==> src/design/sro_pkg.sv <==
// Shared types and constants for the sequence reorder buffer.
// Depends on nothing; imported by every module of the block.
`default_nettype none

package sro_pkg;

  localparam int unsigned SeqW = 32;
  localparam int unsigned TagW = 32;
  localparam int unsigned GapW = 16;
  localparam int unsigned CmdW = 2;
  localparam int unsigned FreeW = 4;

  localparam logic [GapW-1:0] GapReset = 16'd16;
  localparam logic [SeqW-1:0] DistMax = 32'hFFFF_FFFF;

  typedef enum logic [CmdW-1:0] {
    CMD_INSERT = 2'd0,
    CMD_FLUSH  = 2'd1,
    CMD_FORCE  = 2'd2,
    CMD_NONE   = 2'd3
  } cmd_e;

  // One scanned slot after the distance stage.
  typedef struct packed {
    logic            eq;
    logic [SeqW-1:0] distance;
    logic [SeqW-1:0] seq;
    logic [TagW-1:0] tag;
  } entry_t;

  // A candidate picked for return during the scan.
  typedef struct packed {
    logic            found;
    logic [SeqW-1:0] seq;
    logic [TagW-1:0] tag;
  } pick_t;

endpackage

`default_nettype wire

==> src/design/sro_dist.sv <==
// Distance stage of the slot scan: wrap-aware distance that skips zero.
// Depends on sro_pkg.
`default_nettype none

module sro_dist #(
  parameter int unsigned IdxW = 3
) (
  input  wire logic                    clk_i,
  input  wire logic                    rst_ni,
  input  wire logic                    in_valid_i,
  input  wire logic [IdxW-1:0]         in_idx_i,
  input  wire logic [sro_pkg::SeqW-1:0] seq_i,
  input  wire logic [sro_pkg::TagW-1:0] tag_i,
  input  wire logic [sro_pkg::SeqW-1:0] expect_i,
  output logic                         out_valid_o,
  output logic [IdxW-1:0]              out_idx_o,
  output sro_pkg::entry_t              out_entry_o
);
  import sro_pkg::*;

  logic [SeqW:0]   diff;
  logic [SeqW-1:0] diff_m1;
  logic            valid_q;
  logic [IdxW-1:0] idx_q;
  entry_t          entry_d, entry_q;

  // A borrow means the number wrapped past zero, which is skipped.
  assign diff    = {1'b0, seq_i} - {1'b0, expect_i};
  assign diff_m1 = seq_i + ~expect_i;

  always_comb begin
    entry_d.eq       = (seq_i == expect_i);
    entry_d.distance = diff[SeqW] ? diff_m1 : diff[SeqW-1:0];
    entry_d.seq      = seq_i;
    entry_d.tag      = tag_i;
  end

  always_ff @(posedge clk_i or negedge rst_ni) begin
    if (!rst_ni) begin
      valid_q <= 1'b0;
    end else begin
      valid_q <= in_valid_i;
    end
  end

  always_ff @(posedge clk_i) begin
    idx_q   <= in_idx_i;
    entry_q <= entry_d;
  end

  assign out_valid_o = valid_q;
  assign out_idx_o   = idx_q;
  assign out_entry_o = entry_q;

endmodule

`default_nettype wire

==> src/design/sro_select.sv <==
// Eviction test and candidate tracking for the slot scan.
// Depends on sro_pkg.
`default_nettype none

module sro_select #(
  parameter int unsigned IdxW = 3
) (
  input  wire logic                    clk_i,
  input  wire logic                    rst_ni,
  input  wire logic                    clear_i,
  input  wire logic                    in_valid_i,
  input  wire logic [IdxW-1:0]         in_idx_i,
  input  wire sro_pkg::entry_t         in_entry_i,
  input  wire logic                    live_i,
  input  wire logic [sro_pkg::GapW-1:0] gap_i,
  output logic                         evict_o,
  output sro_pkg::pick_t               exact_o,
  output logic [IdxW-1:0]              exact_idx_o,
  output sro_pkg::pick_t               near_o,
  output logic [IdxW-1:0]              near_idx_o
);
  import sro_pkg::*;

  logic            far;
  logic            keep;
  logic [SeqW-1:0] best_q;
  logic            exact_found_q, near_found_q;
  logic [SeqW-1:0] exact_seq_q, near_seq_q;
  logic [TagW-1:0] exact_tag_q, near_tag_q;
  logic [IdxW-1:0] exact_idx_q, near_idx_q;

  assign far     = (in_entry_i.distance >= SeqW'(gap_i));
  assign evict_o = in_valid_i && live_i && far;
  assign keep    = in_valid_i && live_i && !far;

  // The lowest exact match wins; among the rest the later slot wins ties.
  always_ff @(posedge clk_i or negedge rst_ni) begin
    if (!rst_ni) begin
      exact_found_q <= 1'b0;
      near_found_q  <= 1'b0;
    end else if (clear_i) begin
      exact_found_q <= 1'b0;
      near_found_q  <= 1'b0;
    end else begin
      if (keep && in_entry_i.eq && !exact_found_q) begin
        exact_found_q <= 1'b1;
      end
      if (keep && (in_entry_i.distance <= best_q)) begin
        near_found_q <= 1'b1;
      end
    end
  end

  always_ff @(posedge clk_i) begin
    if (clear_i) begin
      best_q <= DistMax;
    end else begin
      if (keep && in_entry_i.eq && !exact_found_q) begin
        exact_seq_q <= in_entry_i.seq;
        exact_tag_q <= in_entry_i.tag;
        exact_idx_q <= in_idx_i;
      end
      if (keep && (in_entry_i.distance <= best_q)) begin
        best_q      <= in_entry_i.distance;
        near_seq_q  <= in_entry_i.seq;
        near_tag_q  <= in_entry_i.tag;
        near_idx_q  <= in_idx_i;
      end
    end
  end

  assign exact_o     = '{found: exact_found_q, seq: exact_seq_q, tag: exact_tag_q};
  assign exact_idx_o = exact_idx_q;
  assign near_o      = '{found: near_found_q, seq: near_seq_q, tag: near_tag_q};
  assign near_idx_o  = near_idx_q;

endmodule

`default_nettype wire

==> src/design/sequence_reorder_buffer_top.sv <==
// Top level of the sequence reorder buffer: slot memory, valid bits and control.
// Depends on sro_pkg, sro_dist and sro_select.
`default_nettype none

// Usage:
// A command word is taken at a rising edge where start_i is high and busy_o is
// low. Every command first drops stored entries whose distance from
// expected_seq_i is at least the gap limit, then inserts, flushes the exact
// match, force-flushes the exact match or else the nearest entry, or does nothing more.
// Exactly one result word follows each command. It is shown for one cycle with
// res_valid_o high; the receiver cannot stall it.
// busy_o drops in the cycle that shows the result, so the next command can be
// taken on the edge that ends it. The scan reads one slot per cycle from the
// single-port slot memory through a two-stage pipe.
// The gap limit is written with gap_limit_we_i and gap_limit_i; the user must
// do so only while idle, as the block itself does not enforce this.
// Reset empties the store, sets the gap limit to 16 and leaves busy_o low.
// Slot contents are not cleared: only valid slots are ever returned.
module sequence_reorder_buffer_top #(
  parameter int unsigned SLOTS = 8
) (
  input  wire logic                     clk_i,
  input  wire logic                     rst_ni,
  input  wire logic                     start_i,
  output logic                          busy_o,
  input  wire logic [sro_pkg::CmdW-1:0]  command_i,
  input  wire logic [sro_pkg::SeqW-1:0]  expected_seq_i,
  input  wire logic [sro_pkg::SeqW-1:0]  message_seq_i,
  input  wire logic [sro_pkg::TagW-1:0]  message_tag_i,
  input  wire logic                     gap_limit_we_i,
  input  wire logic [sro_pkg::GapW-1:0]  gap_limit_i,
  output logic                          res_valid_o,
  output logic                          done_res_o,
  output logic [sro_pkg::SeqW-1:0]       out_seq_o,
  output logic [sro_pkg::TagW-1:0]       out_tag_o,
  output logic [sro_pkg::FreeW-1:0]      free_slots_o
);
  import sro_pkg::*;

  localparam int unsigned IdxW = (SLOTS > 1) ? $clog2(SLOTS) : 1;
  localparam int unsigned CntW = $clog2(SLOTS + 1);
  localparam int unsigned MemW = SeqW + TagW;

  typedef enum logic [3:0] {
    ST_IDLE   = 4'b0001,
    ST_SCAN   = 4'b0010,
    ST_DRAIN  = 4'b0100,
    ST_DECIDE = 4'b1000
  } state_e;

  state_e state_q, state_d;

  logic [MemW-1:0] mem [SLOTS];
  logic [MemW-1:0] rdata_q;
  logic            v1_q;
  logic [IdxW-1:0] idx1_q;
  logic [IdxW-1:0] cnt_q;

  logic [SLOTS-1:0] valid_q;
  logic [CntW-1:0]  free_cnt_q, free_cnt_d;
  logic [CntW+FreeW-1:0] free_ext;
  logic [GapW-1:0]  gap_q;

  cmd_e            cmd_q;
  logic [SeqW-1:0] expect_q;
  logic [SeqW-1:0] mseq_q;
  logic [TagW-1:0] mtag_q;

  logic            accept;
  logic            issue;
  logic            v2;
  logic [IdxW-1:0] idx2;
  entry_t          entry2;
  logic            evict;
  pick_t           exact, near;
  logic [IdxW-1:0] exact_idx, near_idx;

  logic            ins_found;
  logic [IdxW-1:0] ins_idx;
  logic            do_insert;
  logic            do_release;
  logic [IdxW-1:0] rel_idx;
  pick_t           chosen;

  logic            res_valid_q;
  logic            done_q;
  logic [SeqW-1:0] oseq_q;
  logic [TagW-1:0] otag_q;
  logic [FreeW-1:0] free_slots_q;

  assign busy_o = (state_q != ST_IDLE);
  assign accept = start_i && !busy_o;
  assign issue  = (state_q == ST_SCAN);

  always_comb begin
    state_d = state_q;
    unique case (state_q)
      ST_IDLE: begin
        if (accept) begin
          state_d = ST_SCAN;
        end
      end
      ST_SCAN: begin
        if (cnt_q == IdxW'(SLOTS - 1)) begin
          state_d = ST_DRAIN;
        end
      end
      ST_DRAIN: begin
        if (!v1_q && !v2) begin
          state_d = ST_DECIDE;
        end
      end
      ST_DECIDE: begin
        state_d = ST_IDLE;
      end
      default: begin
        state_d = ST_IDLE;
      end
    endcase
  end

  always_ff @(posedge clk_i or negedge rst_ni) begin
    if (!rst_ni) begin
      state_q <= ST_IDLE;
      cnt_q   <= '0;
      v1_q    <= 1'b0;
      gap_q   <= GapReset;
    end else begin
      state_q <= state_d;
      v1_q    <= issue;
      if (accept) begin
        cnt_q <= '0;
      end else if (issue) begin
        cnt_q <= cnt_q + IdxW'(1);
      end
      if (gap_limit_we_i) begin
        gap_q <= gap_limit_i;
      end
    end
  end

  always_ff @(posedge clk_i) begin
    if (accept) begin
      cmd_q    <= cmd_e'(command_i);
      expect_q <= expected_seq_i;
      mseq_q   <= message_seq_i;
      mtag_q   <= message_tag_i;
    end
  end

  // Slot memory: one read port used by the scan, written when a command ends.
  always_ff @(posedge clk_i) begin
    if (do_insert) begin
      mem[ins_idx] <= {mtag_q, mseq_q};
    end
    rdata_q <= mem[cnt_q];
    idx1_q  <= cnt_q;
  end

  sro_dist #(
    .IdxW(IdxW)
  ) u_dist (
    .clk_i      (clk_i),
    .rst_ni     (rst_ni),
    .in_valid_i (v1_q),
    .in_idx_i   (idx1_q),
    .seq_i      (rdata_q[SeqW-1:0]),
    .tag_i      (rdata_q[MemW-1:SeqW]),
    .expect_i   (expect_q),
    .out_valid_o(v2),
    .out_idx_o  (idx2),
    .out_entry_o(entry2)
  );

  sro_select #(
    .IdxW(IdxW)
  ) u_select (
    .clk_i      (clk_i),
    .rst_ni     (rst_ni),
    .clear_i    (accept),
    .in_valid_i (v2),
    .in_idx_i   (idx2),
    .in_entry_i (entry2),
    .live_i     (valid_q[idx2]),
    .gap_i      (gap_q),
    .evict_o    (evict),
    .exact_o    (exact),
    .exact_idx_o(exact_idx),
    .near_o     (near),
    .near_idx_o (near_idx)
  );

  always_comb begin
    ins_found = 1'b0;
    ins_idx   = '0;
    for (int i = SLOTS - 1; i >= 0; i--) begin
      if (!valid_q[i]) begin
        ins_found = 1'b1;
        ins_idx   = IdxW'(i);
      end
    end
  end

  always_comb begin
    do_insert  = 1'b0;
    do_release = 1'b0;
    rel_idx    = exact_idx;
    chosen     = '0;
    if (state_q == ST_DECIDE) begin
      unique case (cmd_q)
        CMD_INSERT: begin
          do_insert = ins_found;
        end
        CMD_FLUSH: begin
          if (exact.found) begin
            do_release = 1'b1;
            chosen     = exact;
          end
        end
        CMD_FORCE: begin
          if (exact.found) begin
            do_release = 1'b1;
            chosen     = exact;
          end else if (near.found) begin
            do_release = 1'b1;
            rel_idx    = near_idx;
            chosen     = near;
          end
        end
        CMD_NONE: begin
          do_release = 1'b0;
        end
      endcase
    end
  end

  always_comb begin
    free_cnt_d = free_cnt_q;
    if (evict || do_release) begin
      free_cnt_d = free_cnt_q + CntW'(1);
    end else if (do_insert) begin
      free_cnt_d = free_cnt_q - CntW'(1);
    end
  end

  assign free_ext = (CntW + FreeW)'(free_cnt_d);

  always_ff @(posedge clk_i or negedge rst_ni) begin
    if (!rst_ni) begin
      valid_q    <= '0;
      free_cnt_q <= CntW'(SLOTS);
    end else begin
      free_cnt_q <= free_cnt_d;
      if (evict) begin
        valid_q[idx2] <= 1'b0;
      end else if (do_insert) begin
        valid_q[ins_idx] <= 1'b1;
      end else if (do_release) begin
        valid_q[rel_idx] <= 1'b0;
      end
    end
  end

  always_ff @(posedge clk_i or negedge rst_ni) begin
    if (!rst_ni) begin
      res_valid_q <= 1'b0;
    end else begin
      res_valid_q <= (state_q == ST_DECIDE);
    end
  end

  always_ff @(posedge clk_i) begin
    if (state_q == ST_DECIDE) begin
      done_q       <= do_insert || do_release;
      oseq_q       <= chosen.seq;
      otag_q       <= chosen.tag;
      free_slots_q <= free_ext[FreeW-1:0];
    end
  end

  assign res_valid_o  = res_valid_q;
  assign done_res_o   = done_q;
  assign out_seq_o    = oseq_q;
  assign out_tag_o    = otag_q;
  assign free_slots_o = free_slots_q;

endmodule

`default_nettype wire

==> config.mk <==
export PLATFORM = sky130hd
export DESIGN_NAME = sequence_reorder_buffer_top
export DESIGN_NICKNAME = d
export VERILOG_FILES = /design/src/design/sro_pkg.sv /design/src/design/sro_dist.sv /design/src/design/sro_select.sv /design/src/design/sequence_reorder_buffer_top.sv
export SDC_FILE = /design/constraint.sdc
export NUM_CORES = 1
export LEC_CHECK = 0
export BUFFER_PORTS_ARGS = -buffer_cell sky130_fd_sc_hd__buf_2
export CORE_UTILIZATION = 35
export CTS_CLUSTER_SIZE = 40
export DETAILED_ROUTE_END_ITERATION = 10
export PLACE_DENSITY = 0.59
export SLEW_MARGIN = 5
export SYNTH_ARGS = -nofsm -noshare
export SYNTH_HDL_FRONTEND = slang
export SYNTH_SLANG_ARGS = --single-unit
==> constraint.sdc <==
create_clock -name clk_i -period 18.6 [get_ports clk_i]
set_input_delay 0 -clock clk_i [delete_from_list [all_inputs] [get_ports clk_i]]
set_output_delay 0 -clock clk_i [all_outputs]
set_load 0.1 [all_outputs]
* Word level (Yosys, flattened, before mapping) *
Memories as Yosys holds them, arrays and structs flattened. A register that Yosys moved wholly into a read port is not among the register bits.
Cells that the tools add are included.

storage, ports and cells
  memories kept = 1
  RAM bits = 512
  output and inout bits = 71
  bits in registers = 476

memories
  memory  depth  width  read ports  clocked after memory_dff  wr ports  RTL line                           text
  mem     8      64     1           1                         1         sequence_reorder_buffer_top.sv:53  logic [MemW-1:0] mem [SLOTS];

operators by class
  bitwise operators = 7
  magnitude comparators = 8
  reduce and logical (&&, ||, !) cells = 26
  muxes and demuxes = 57
  add/subtract/negate cells = 5
  eq/ne operators = 12

operator list
  kind                   count
  $mux W64               3
  $pmux W64 S2           1
  $mux W3                14
  $sub A32 B32 Y33       1
  $add A32 B32 Y32       1
  $eq A32 B32 Y1         1
  $ge A32 B16 Y1         1
  $le A32 B32 Y1         1
  $mux W32               1
  $not A32 Y32           1
  $mux W1                24
  $mux W8                3
  $mux W4                5
  $and A8 B8 Y8          2
  $not A8 Y8             2
  $lt A3 B4 Y1 const B   3
  $pmux W4 S3            1
  $logic_and A1 B1 Y1    11
  $demux W1 S3           3
  $ge A3 B1 Y1 const B   3
  $or A8 B8 Y8           1
  $reduce_bool A2 Y1     3
  $logic_not A1 Y1       5
  $add A4 B1 Y4 const B  1
  other kinds (20)       23

* Longest topological paths before layout *
Gate-level depths: netlist of run 1.

  word-level depth = 15
  gate-level depth with buffers = 13
  depth with buffers taken out = 12

* By module *
Synthesis of run 1 repeated with hierarchy kept, for this count alone.

unflattened totals
  cells, all modules = 2344
  area total of the unflattened synthesis = 40032.1 µm²

modules (own cells, without submodules)
  module                       cells each  times used  sequential area each (µm²)  area each (µm²)
  sequence_reorder_buffer_top  1349        1           22660.5                     28633.7
  sro_select                   432         1           4714.5                      6551.3
  sro_dist                     563         1           2026.9                      4847.1

* Worst setup path before layout of run 1 *
OpenSTA, ideal clock, no wires.

  kind = reg-to-reg
  start = reg state_q[1]
  end = mem mem[1][0] in the netlist's numbering (enable)
  arrival time = 9951 ps
  cell stages (with the launch flop) = 4
  setup slack = 8071 ps
  required time = 18022 ps
  period minus slack after synthesis = 10529 ps
  setup time = 578 ps
  cells stage by stage = dfrtp_1 > nor4b_2 > nand2_1 > nor3b_1

between the ends
  word-level cells in the longest chain between the ends = 4

RTL lines
  element                        RTL line                            text
  start: declaration             sequence_reorder_buffer_top.sv:51   state_e state_q, state_d;
  start signal: assignment       sequence_reorder_buffer_top.sv:129  state_q <= state_d;
  $eq A4 B4 Y1                   sequence_reorder_buffer_top.sv:209  if (state_q == ST_DECIDE) begin
  $mux W1                        sequence_reorder_buffer_top.sv:209
  $mux W1                        sequence_reorder_buffer_top.sv:153  if (do_insert) begin
  $mux W1 (not written as such)  sequence_reorder_buffer_top.sv:154  mem[ins_idx] <= {mtag_q, mseq_q};
  end: declaration               sequence_reorder_buffer_top.sv:53

Every way passes these cells.

* Worst setup path after layout of run 1 *
  start = reg u_select.best_q[1]
  end = reg u_select.near_tag_q[2] (enable)

between the ends
  word-level cells in the longest chain between the ends = 3

RTL lines
  element                      RTL line          text
  start: declaration           sro_select.sv:26  logic [SeqW-1:0] best_q;
  start signal: assignment     sro_select.sv:56  best_q <= DistMax;
  start signal: assignment     sro_select.sv:64  best_q <= in_entry_i.distance;
  $le A32 B32 Y1               sro_select.sv:63  if (keep && (in_entry_i.distance <= best_q)) begin
  $logic_and A1 B1 Y1          sro_select.sv:63
  $reduce_and A2 Y1 (no line)  -
  end signal: assignment       sro_select.sv:66  near_tag_q <= in_entry_i.tag;
  end: declaration             sro_select.sv:29  logic [TagW-1:0] exact_tag_q, near_tag_q;

Every way passes these cells.
A chain may end at the register's enable or synchronous reset.

==> results of run 1 <==
## state kept, by name, summed over array words and instances (netlist names), 4 cells and up
signal and count:
u_select.best_q 32, mseq_q 32, gap_q 16, valid_q 8
u_select.near_tag_q 32, state_q 4, out_tag_o 32, free_cnt_q 4
free_slots_o 4, out_seq_o 32, u_select.near_seq_q 32, expect_q 32
u_select.exact_seq_q 32, mtag_q 32, u_select.exact_tag_q 32, u_dist.out_entry_o 97
mem 512, rdata_q 64
## stage by stage
stage               hold slack [ns]  total power [mW]  std cells
floorplan                   -0.2956             3.809       2222
global placement             0.1765             4.169       3835
detailed placement           0.1781             4.195       3835
CTS                        0.001066             6.339       4205
global route                0.02079             6.544       4205
finish                      0.03593             6.269       4205
## Yosys cell counts, types with 4 or more instances
cell       instances
a211oi_1           7
a21o_1            37
a21oi_1           63
a22oi_1           65
a31oi_1           10
and3_1             7
buf_1             16
buf_2              5
buf_4             10
clkbuf_1          58
dfrtp_1           37
dfxtp_1          199
edfxtp_1         813
ha_1              88
inv_1            110
mux2_2            66
mux2i_1            6
mux4_2           130
nand2_1           68
nand2b_1           7
nand3_1           19
nand4_1           30
nor2_1            52
nor2b_1           74
nor3_1            12
nor4_1             7
o2111ai_1          4
o211ai_1          37
o21a_1             6
o21ai_0           62
o21bai_1          13
xnor2_1           21
xor2_1            10
## cell type report
class                      instances  area (um^2)  area share
clock inverter                    38        432.9    0.009158
sequential                      1052        29410      0.6222
clock buffer                     163         3070     0.06495
tap                             1488         1862     0.03938
multi-input combinational        970         9243      0.1955
inverter                         110        417.9    0.008840
timing repair buffer             384         2835     0.05997
## logic make-up (layout without fill, tap and decap cells)
family,after synthesis,count (layout),share of synthesized area
AND/OR/NAND/NOR,301,301,0.04094
AO/OA/AOI/OAI,346,346,0.06044
flip-flops,1052,1052,0.7475
adder cells (fa/ha/maj),90,90,0.02901
XOR/XNOR,31,31,0.006902
multiplexers,202,202,0.09485
buffers and inverters,200,695,0.02039
## report_power, final
group,switching (mW),internal [mW]
registers,0.236,2.85
clock network,0.877,1.22
logic,0.592,0.485
total,1.70,4.56
## what timing repair did
item,in CTS,in global routing
hold buffers,169,0
hold endpoints to repair,153,0
resized for setup,0,0
buffers inserted,0,0
## how the worst max path moves through the flow
stage	to	slack [ns]	startpoint
after floorplan	mem[1][0]	8.07	state_q[1]
after global placement	u_select.near_tag_q[1]	14.56	u_select.best_q[1]
after detailed placement	u_select.near_tag_q[1]	14.55	u_select.best_q[1]
after CTS	u_select.near_tag_q[2]	14.54	u_select.best_q[1]
after global routing	u_select.near_tag_q[2]	14.37	u_dist.out_entry_o[65]
final	u_select.near_tag_q[2]	14.61	u_select.best_q[1]
## per-layer routing
metal / routed length [um] / global-route usage / vias to the layer above
li1: - / - / 9474
met1: 42890 / 0.2303 / 10688
met2: 43470 / 0.2614 / 523
met3: 4376 / 0.02535 / 111
met4: 2191 / 0.05126 / 0
met5: 0 / 0 / -
## worst register-to-register path, delay by kind of cell, from the launching register on
| kind | cells | cell delay (ns) |
|---|---|---|
| AO/OA/AOI/OAI | 7 | 1.79 |
| adder cells (fa/ha/maj) | 1 | 0.28 |
| buffers and inverters | 2 | 0.88 |
| flip-flops | 1 | 0.31 |
| AND/OR/NAND/NOR | 2 | 0.27 |
==> qor.yml, run 1 <==
synthesis.area_mm2: 0.03934
ys_ff_latch: 1052
first_pass_iters: 5
wl_um: 92920
nets: 2832
setup_ws_ns: 14.61
syn_area_per_cell_um2: 17.70
end_kind: "register"
synth_ff_type: "edfxtp_1"
final-max-slew-violation-count: 0
dieHeight_um: 337.2
area_delta_synth_final_pct: 20.18
io_buffer_count: 188
hold_violations: 0
core-area_mm2: 0.1110
drv_cap: 0
ys_seq_area_frac: 0.7475
crit_family: "compound AO/OA/AOI/OAI gates"
route.detailed.drc: 0
yosysUniqueCellTypes: 76
critPathKind: "register to register"
antenna_found_initial: 6
final_area_mm2: 0.04727
holdCritPathClass: "input port to register"
die_w_um: 337.2
path_buf_inv: 2
setup_viol: 0
clk_pin_slew_ns: 0.06
synth_top_area_frac: 0.6207
cts_buffers: 106
syn-num-nets: 2430
startpoint_type: "register"
cp_cell_sequence: "inv_1 > ha_1 > nor2b_1 > o21a_1 > o21ai_0 > a21oi_1 > o31a_1 > o21ai_0 > a32o_1 > o2111a_1 > and2_4 > buf_4"
skew_ns: 0.04748
grt_max_degree: 68
io_pins: 189
worstPathMaxFanout: 67
final_cell_mix: "edfxtp_1, dfxtp_1, buf_2, dlygate4sd3_1, mux4_2"
grt_pass1_vias: 21378
placed_cell_area_mm2: 0.04208
viasPerCell: 4.946
cts_tree: "yes"
rsz0062_at_grt: "false"
final_util: 0.4260
fin_crit_sh: 0.2146
ant_nets: 0
period_needed_ns: 3.992
grt_remaining_overflow: 0
yosys-top-cells-area: "edfxtp_1, dfxtp_1, mux4_2"
async_flop_share: 0.03802
fin_tns_setup_ns: 0
num_rows: 122
vias: 20796
ir_drop_mv: 0.07888
max_freq_mhz: 250.5
htree_levels: 3
holdCritStartpoint: "expected_seq_i[31]"
wl_per_cell_um: 22.10
powerDensity_mw_per_mm2: 132.6
syn_inst: 2222
start_util: 0.3545
grt_pass1_wl_um: 137900
path_common_cell: "o21ai_0"
crit_slowest_cell: "buf_4"
gp_congestion: 0.8413
dr.first_iter.drc_count: 1794
cts_root_buffer: "clkbuf_16"
synth_enable_flop_cells: 813
synth_top_cell_by_area: "edfxtp_1"
rr_endpoint: "u_select.near_tag_q[2]"
clock_path_buffers: 3
cp.arrival_ns: 4.26
cts.sinks: 1052
cp_slowest_stage_delay_ns: 0.83
cp.required_ns: 18.87
hold_end: "expect_q[31]"
final_common_cell: "edfxtp_1"
dp_hpwl_um: 56530
dp_slack_ns: 14.55
synth_warnings: 0
reg2reg_slack_ns: 14.61
antenna_cells: 0
die_area_mm2: 0.1137
holdPathStages: 2
r2r-start: "u_select.best_q[1]"
drive_gt1_frac: 0.2216
track_usage: 0.1640
status: "completed"
clock_latency_ns: 0.68
crit_cells: 12
reg2regPathDepth: 12
slew-limit-headroom: 0.2437
fillers: 9842
p_leak_nw: 16.44
tightest_slew_ns: 1.134
Note: power is estimated with default switching activity, not from simulation.
==> run 2, diff against run 1 <==
Clock period 18.6 ns to 4.1 ns, I/O delays scaled along.
==> qor.yml, run 2 (synthesized netlist as in run 1, its figures left out) <==
status: "completed"  # unchanged
cts_root_buffer: "clkbuf_16"  # unchanged
skew_ns: 0.03883  # was 0.04748 ns
power_mw: 28.39  # was 6.269 mW
period_needed_ns: 3.279  # was 3.992 ns
cts.hold.buffers_added: 168  # was 169
viasPerCell: 5.010  # was 4.946
dr.first_iter.drc_count: 1652  # was 1794
critPathKind: "register to register"  # unchanged
crit_slowest_cell: "o41ai_2"  # was buf_4
cp_slowest_stage_delay_ns: 0.49  # was 0.83 ns
ff_latch_area_mm2: 0.02942  # was 0.02941 mm^2
cp.arrival_ns: 3.85  # was 4.26 ns
top_register: "mem"  # unchanged
cts_resized: 0  # unchanged
start_util: 0.3545  # unchanged
worstPathMaxFanout: 9  # was 67
io_pins: 189  # unchanged
fin_crit_sh: 0.7997  # was 0.2146
ant_nets: 0  # unchanged
clock_latency_ns: 0.69  # was 0.68 ns
hold_violations: 0  # unchanged
core-area_mm2: 0.1110  # unchanged
grt_pass1_vias: 21723  # was 21378
fillers: 9840  # was 9842
path_buf_inv: 1  # was 2
cts.sinks: 1052  # unchanged
worst_hold_slack_ns: 0.03648  # was 0.03593 ns
final_cell_mix: "edfxtp_1, dfxtp_1, buf_2, dlygate4sd3_1, mux4_2"  # unchanged
cp.required_ns: 4.67  # was 18.87 ns
die_w_um: 337.2  # unchanged
startpoint: "expect_q[23]"  # was u_select.best_q[1]
nets: 2845  # was 2832
final_area_mm2: 0.04756  # was 0.04727 mm^2
clock_path_buffers: 3  # unchanged
p_leak_nw: 16.55  # was 16.44 nW
route.detailed.drc: 0  # unchanged
final_common_cell: "edfxtp_1"  # unchanged
r2r-start: "expect_q[23]"  # was u_select.best_q[1]
setup_viol: 0  # unchanged
wl_per_cell_um: 22.48  # was 22.10 um
tightest_slew_ns: 0.9919  # was 1.134 ns
multi_input_area_mm2: 0.009293  # was 0.009243 mm^2
io_buffer_count: 188  # unchanged
grt_max_degree: 75  # was 68
vias: 21138  # was 20796
cts_buffers: 107  # was 106
wl_um: 94820  # was 92920 um
htree_levels: 3  # unchanged
cts_tree: "yes"  # unchanged
powerDensity_mw_per_mm2: 596.9  # was 132.6 mW/mm^2
max_freq_mhz: 305.0  # was 250.5 MHz
area_delta_synth_final_pct: 20.90  # was 20.18%
first_pass_iters: 5  # unchanged
final-max-slew-violation-count: 0  # unchanged
dp_hpwl_um: 59630  # was 56530 um
post_cts_buffers: 0  # unchanged
antenna_found_initial: 11  # was 6
crit_family: "compound AO/OA/AOI/OAI gates"  # unchanged
clk_pin_slew_ns: 0.06  # about the same
num_rows: 122  # unchanged
cp_cell_sequence: "inv_1 > ha_1 > a21o_1 > o21bai_1 > a21oi_1 > o211ai_1 > a21oi_2 > o21ai_1 > o41ai_2 > a2111oi_0 > nor3_1"  # was inv_1 > ha_1 > nor2b_1 > o21a_1 > o21ai_0 > a21oi_1 > o31a_1 > o21ai_0 > a32o_1 > o2111a_1 > and2_4 > buf_4
holdCritPathClass: "input port to async pin"  # was input port to register
dieHeight_um: 337.2  # unchanged
end_kind: "register"  # unchanged
grt_pass1_wl_um: 139400  # was 137900 um
startpoint_type: "register"  # unchanged
largest_reg_flops: 512  # unchanged
grt_remaining_overflow: 0  # unchanged
slew-limit-headroom: 0.3388  # was 0.2437
drv_cap: 0  # unchanged
gp_congestion: 0.8573  # was 0.8413
ir_drop_mv: 0.3369  # was 0.07888 mV
drive_gt1_frac: 0.2308  # was 0.2216
track_usage: 0.1662  # was 0.1640
fin_tns_setup_ns: 0  # unchanged
final_util: 0.4286  # was 0.4260
placed_cell_area_mm2: 0.04246  # was 0.04208 mm^2
rsz0062_at_grt: "false"  # unchanged
die_area_mm2: 0.1137  # unchanged
-- run 2: final timing paths --
check / endpoint / slack, ns / cells past startpoint
max: u_dist.out_entry_o[92] / 0.82 / 11
min: valid_q[6] / 0.04 / 2
max reg2reg: u_dist.out_entry_o[92] / 0.82 / 11
min reg2reg: u_dist.out_entry_o[15] / 0.32 / 0
max in group asynchronous: cnt_q[2] / 3.33 / 2
min in group clk_i: mseq_q[14] / 0.04 / 2
-- run 2: per-layer routing --
metal / GRT usage / wire length (um)
met5: 0 / 0
met4: 0.05019 / 2254
met3: 0.02914 / 5719
met2: 0.2658 / 44400
met1: 0.2309 / 42450
-- run 2: metrics by stage --
step | setup WS (ns) | instances
detailed placement | 0.8371 | 3848
floorplan | -3.359 | 2222
global placement | 0.9252 | 3848
CTS | 0.8331 | 4218
finish | 0.8211 | 4219
global route | 0.4971 | 4218
-- run 2: power by group --
group	total, mW	leakage [nW]	internal [mW]	switching [mW]
Sequential	14.0	9.49	12.9	1.03
Combinational	4.98	5.40	2.24	2.74
Clock	9.43	1.66	5.34	4.09
Total	28.4	16.5	20.5	7.86
-- run 2: layout make-up --
cell class / count / area share
sequential: 1052 / 0.6185
multi-input combinational: 970 / 0.1954
timing repair buffer: 396 / 0.06619
clock buffer: 141 / 0.06027
tap: 1488 / 0.03915
clock inverter: 61 / 0.01160
inverter: 110 / 0.008813
antenna: 1 / 0.00005262
-- run 2: worst reg2reg max path, cell delays in order (launching register included) --
cell       delay, ns
edfxtp_1        0.32
inv_1           0.04
ha_1            0.43
a21o_1          0.27
o21bai_1        0.22
a21oi_1         0.22
o211ai_1        0.21
a21oi_2         0.34
o21ai_1         0.21
o41ai_2         0.49
a2111oi_0       0.21
nor3_1          0.23
==> run 3, diff against run 2 <==
Clock period 4.1 ns to 3.04 ns, I/O delays scaled along.
==> qor.yml, run 3 (synthesized netlist as in run 1, its figures left out) <==
fin_crit_sh: 1.008  # was 0.7997
viasPerCell: 4.927  # was 5.010
switchingPower_mw: 10.89  # was 7.859 mW
clock_path_buffers: 3  # unchanged
io_buffer_count: 188  # unchanged
end_kind: "register"  # unchanged
grt_pass1_vias: 22011  # was 21723
setup_ws_ns: -0.02488  # was 0.8211 ns
grt_remaining_overflow: 0  # unchanged
startpoint_type: "register"  # unchanged
final-max-slew-violation-count: 0  # unchanged
dieHeight_um: 337.2  # unchanged
critPathKind: "register to register"  # unchanged
clk_pin_slew_ns: 0.07  # was 0.06 ns
track_usage: 0.1669  # was 0.1662
antenna_found_initial: 4  # was 11
dp_cells: 3934  # was 3848
fin_tns_setup_ns: -0.2569  # was 0 ns
area_delta_synth_final_pct: 25.60  # was 20.90%
final_common_cell: "edfxtp_1"  # unchanged
vias: 21338  # was 21138
nets: 2956  # was 2845
powerDensity_mw_per_mm2: 814.5  # was 596.9 mW/mm^2
cts.sinks: 1052  # unchanged
layout.cells.non_filler: 4331  # was 4219
cts_tree: "yes"  # unchanged
cp.required_ns: 3.44  # was 4.67 ns
htree_levels: 3  # unchanged
setup_viol: 27  # was 0
reg2reg_slack_ns: -0.02  # was 0.82 ns
wl_per_cell_um: 22.08  # was 22.48 um
p_leak_nw: 17.38  # was 16.55 nW
holdCritStartpoint: "message_tag_i[26]"
rsz0062_at_grt: "true"  # was false
p_seq_frac: 0.469  # was 0.492
largest_reg_flops: 512  # unchanged
ant_nets: 0  # unchanged
cts_buffers: 106  # was 107
wl_um: 95610  # was 94820 um
grt_pass1_wl_um: 140200  # was 139400 um
hold_end: "mtag_q[26]"
pwr-share-clk: 0.344  # was 0.332
internal-power_mw: 29.35  # was 20.53 mW
rr_endpoint: "u_select.exact_tag_q[16]"  # was u_dist.out_entry_o[92]
power_switching_share: 0.2705  # was 0.2769
drv_cap: 0  # unchanged
holdCritPathClass: "input port to register"  # was input port to async pin
start_util: 0.3545  # unchanged
cts_root_buffer: "clkbuf_16"  # unchanged
route.detailed.drc: 0  # unchanged
gp_congestion: 0.8498  # was 0.8573
top_register: "mem"  # unchanged
final_util: 0.4452  # was 0.4286
skew_ns: 0.05006  # was 0.03883 ns
first_pass_iters: 5  # unchanged
dp_hpwl_um: 61900  # was 59630 um
slew-limit-headroom: 0.2868  # was 0.3388
r2r-start: "gap_q[0]"  # was expect_q[23]
cp.arrival_ns: 3.47  # was 3.85 ns
core-area_mm2: 0.1110  # unchanged
worst_hold_slack_ns: 0.03882  # was 0.03648 ns
grt_max_degree: 68  # was 75
drive_gt1_frac: 0.2741  # was 0.2308
die_area_mm2: 0.1137  # unchanged
dr.first_iter.drc_count: 1638  # was 1652
comb_power_share: 0.187  # was 0.175
worstPathMaxFanout: 6  # was 9
clock_latency_ns: 0.70  # was 0.69 ns
dp_slack_ns: -0.02303  # was 0.8371 ns
die_w_um: 337.2  # unchanged
num_rows: 122  # unchanged
io_pins: 189  # unchanged
status: "finished, violations left"  # was completed
final_cell_mix: "edfxtp_1, dfxtp_1, buf_2, dlygate4sd3_1, mux4_2"  # unchanged
period_needed_ns: 3.065  # was 3.279 ns
reg2regPathDepth: 12  # was 11
holdPathStages: 2
violations: "negative setup slack"
tightest_slew_ns: 1.070  # was 0.9919 ns
max_freq_mhz: 326.3  # was 305.0 MHz
hold_violations: 0  # unchanged
ir_drop_mv: 0.4501  # was 0.3369 mV
==> run 3: layout make-up <==
cell class              instances  area, um^2
fillers                      9677       61570
flip-flops and latches       1052       29420
diodes                          1       2.502
well taps                    1488        1862
clock buffers                 140        3040
clock inverters                62       752.0
repair buffers                508        4438
multi-input cells             970        9472
inverters                     110       419.2
==> run 3: critical path, stage by stage (launching register included) <==
cell and delay (ns):
dfrtp_1 0.40, ha_4 0.21, nand2b_4 0.12, a21o_1 0.15, a21o_1 0.15, a21o_1 0.16, a21oi_2 0.12, o211ai_1 0.17
a31oi_2 0.28, o2111ai_2 0.22, nor3_4 0.41, clkbuf_16 0.27, clkbuf_16 0.16
==> run 3: power groups by stage <==
stage          registers, mW  logic [mW]  clock network (mW)
6_report                18.9        7.53                13.8
5_1_grt                 19.1        8.21                14.7
3_5_place_dp            19.2        7.11                   0
4_1_cts                 18.9        7.41                14.2
3_3_place_gp            19.2        7.08                   0
2_1_floorplan           18.3        4.98                   0
==> run 3: metrics by stage <==
step / area, um^2 / power, mW
floorplan: 39480 / 23.32
global placement: 43400 / 26.23
detailed placement: 43400 / 26.34
CTS: 49090 / 40.51
global route: 49400 / 42.02
finish: 49400 / 40.24
==> run 3: timing repair <==
item                                    4_1_cts  5_1_grt
setup buffers                                 3        2
endpoints found under the setup margin        3      119
gates resized for setup                       9       31
hold buffers                                182        0
gates cloned                                  0        7
hold endpoints to repair                    188        0
pin swaps                                     8       16
==> run 3: worst max path at each step <==
stage,end,slack [ns],start
after floorplan,u_select.exact_idx_o[0],-4.42,state_q[0]
after global placement,u_select.exact_tag_q[21],0.002,gap_q[0]
after detailed placement,u_dist.out_entry_o[90],-0.02,expect_q[0]
after CTS,u_dist.out_entry_o[95],0.01,expect_q[23]
after global routing,u_select.exact_seq_q[21],-0.12,u_dist.out_entry_o[64]
final,u_select.exact_tag_q[16],-0.02,gap_q[0]
==> run 3: per-layer routing <==
| metal | GRT usage | up-vias | share of wire | wire, um |
|---|---|---|---|---|
| li1 | - | 9719 | - | - |
| met2 | 0.2693 | 554 | 0.47 | 45370 |
| met5 | 0 | - | 0 | 0 |
| met1 | 0.2334 | 10954 | 0.46 | 43590 |
| met3 | 0.02742 | 111 | 0.051 | 4850 |
| met4 | 0.04449 | 0 | 0.019 | 1800 |
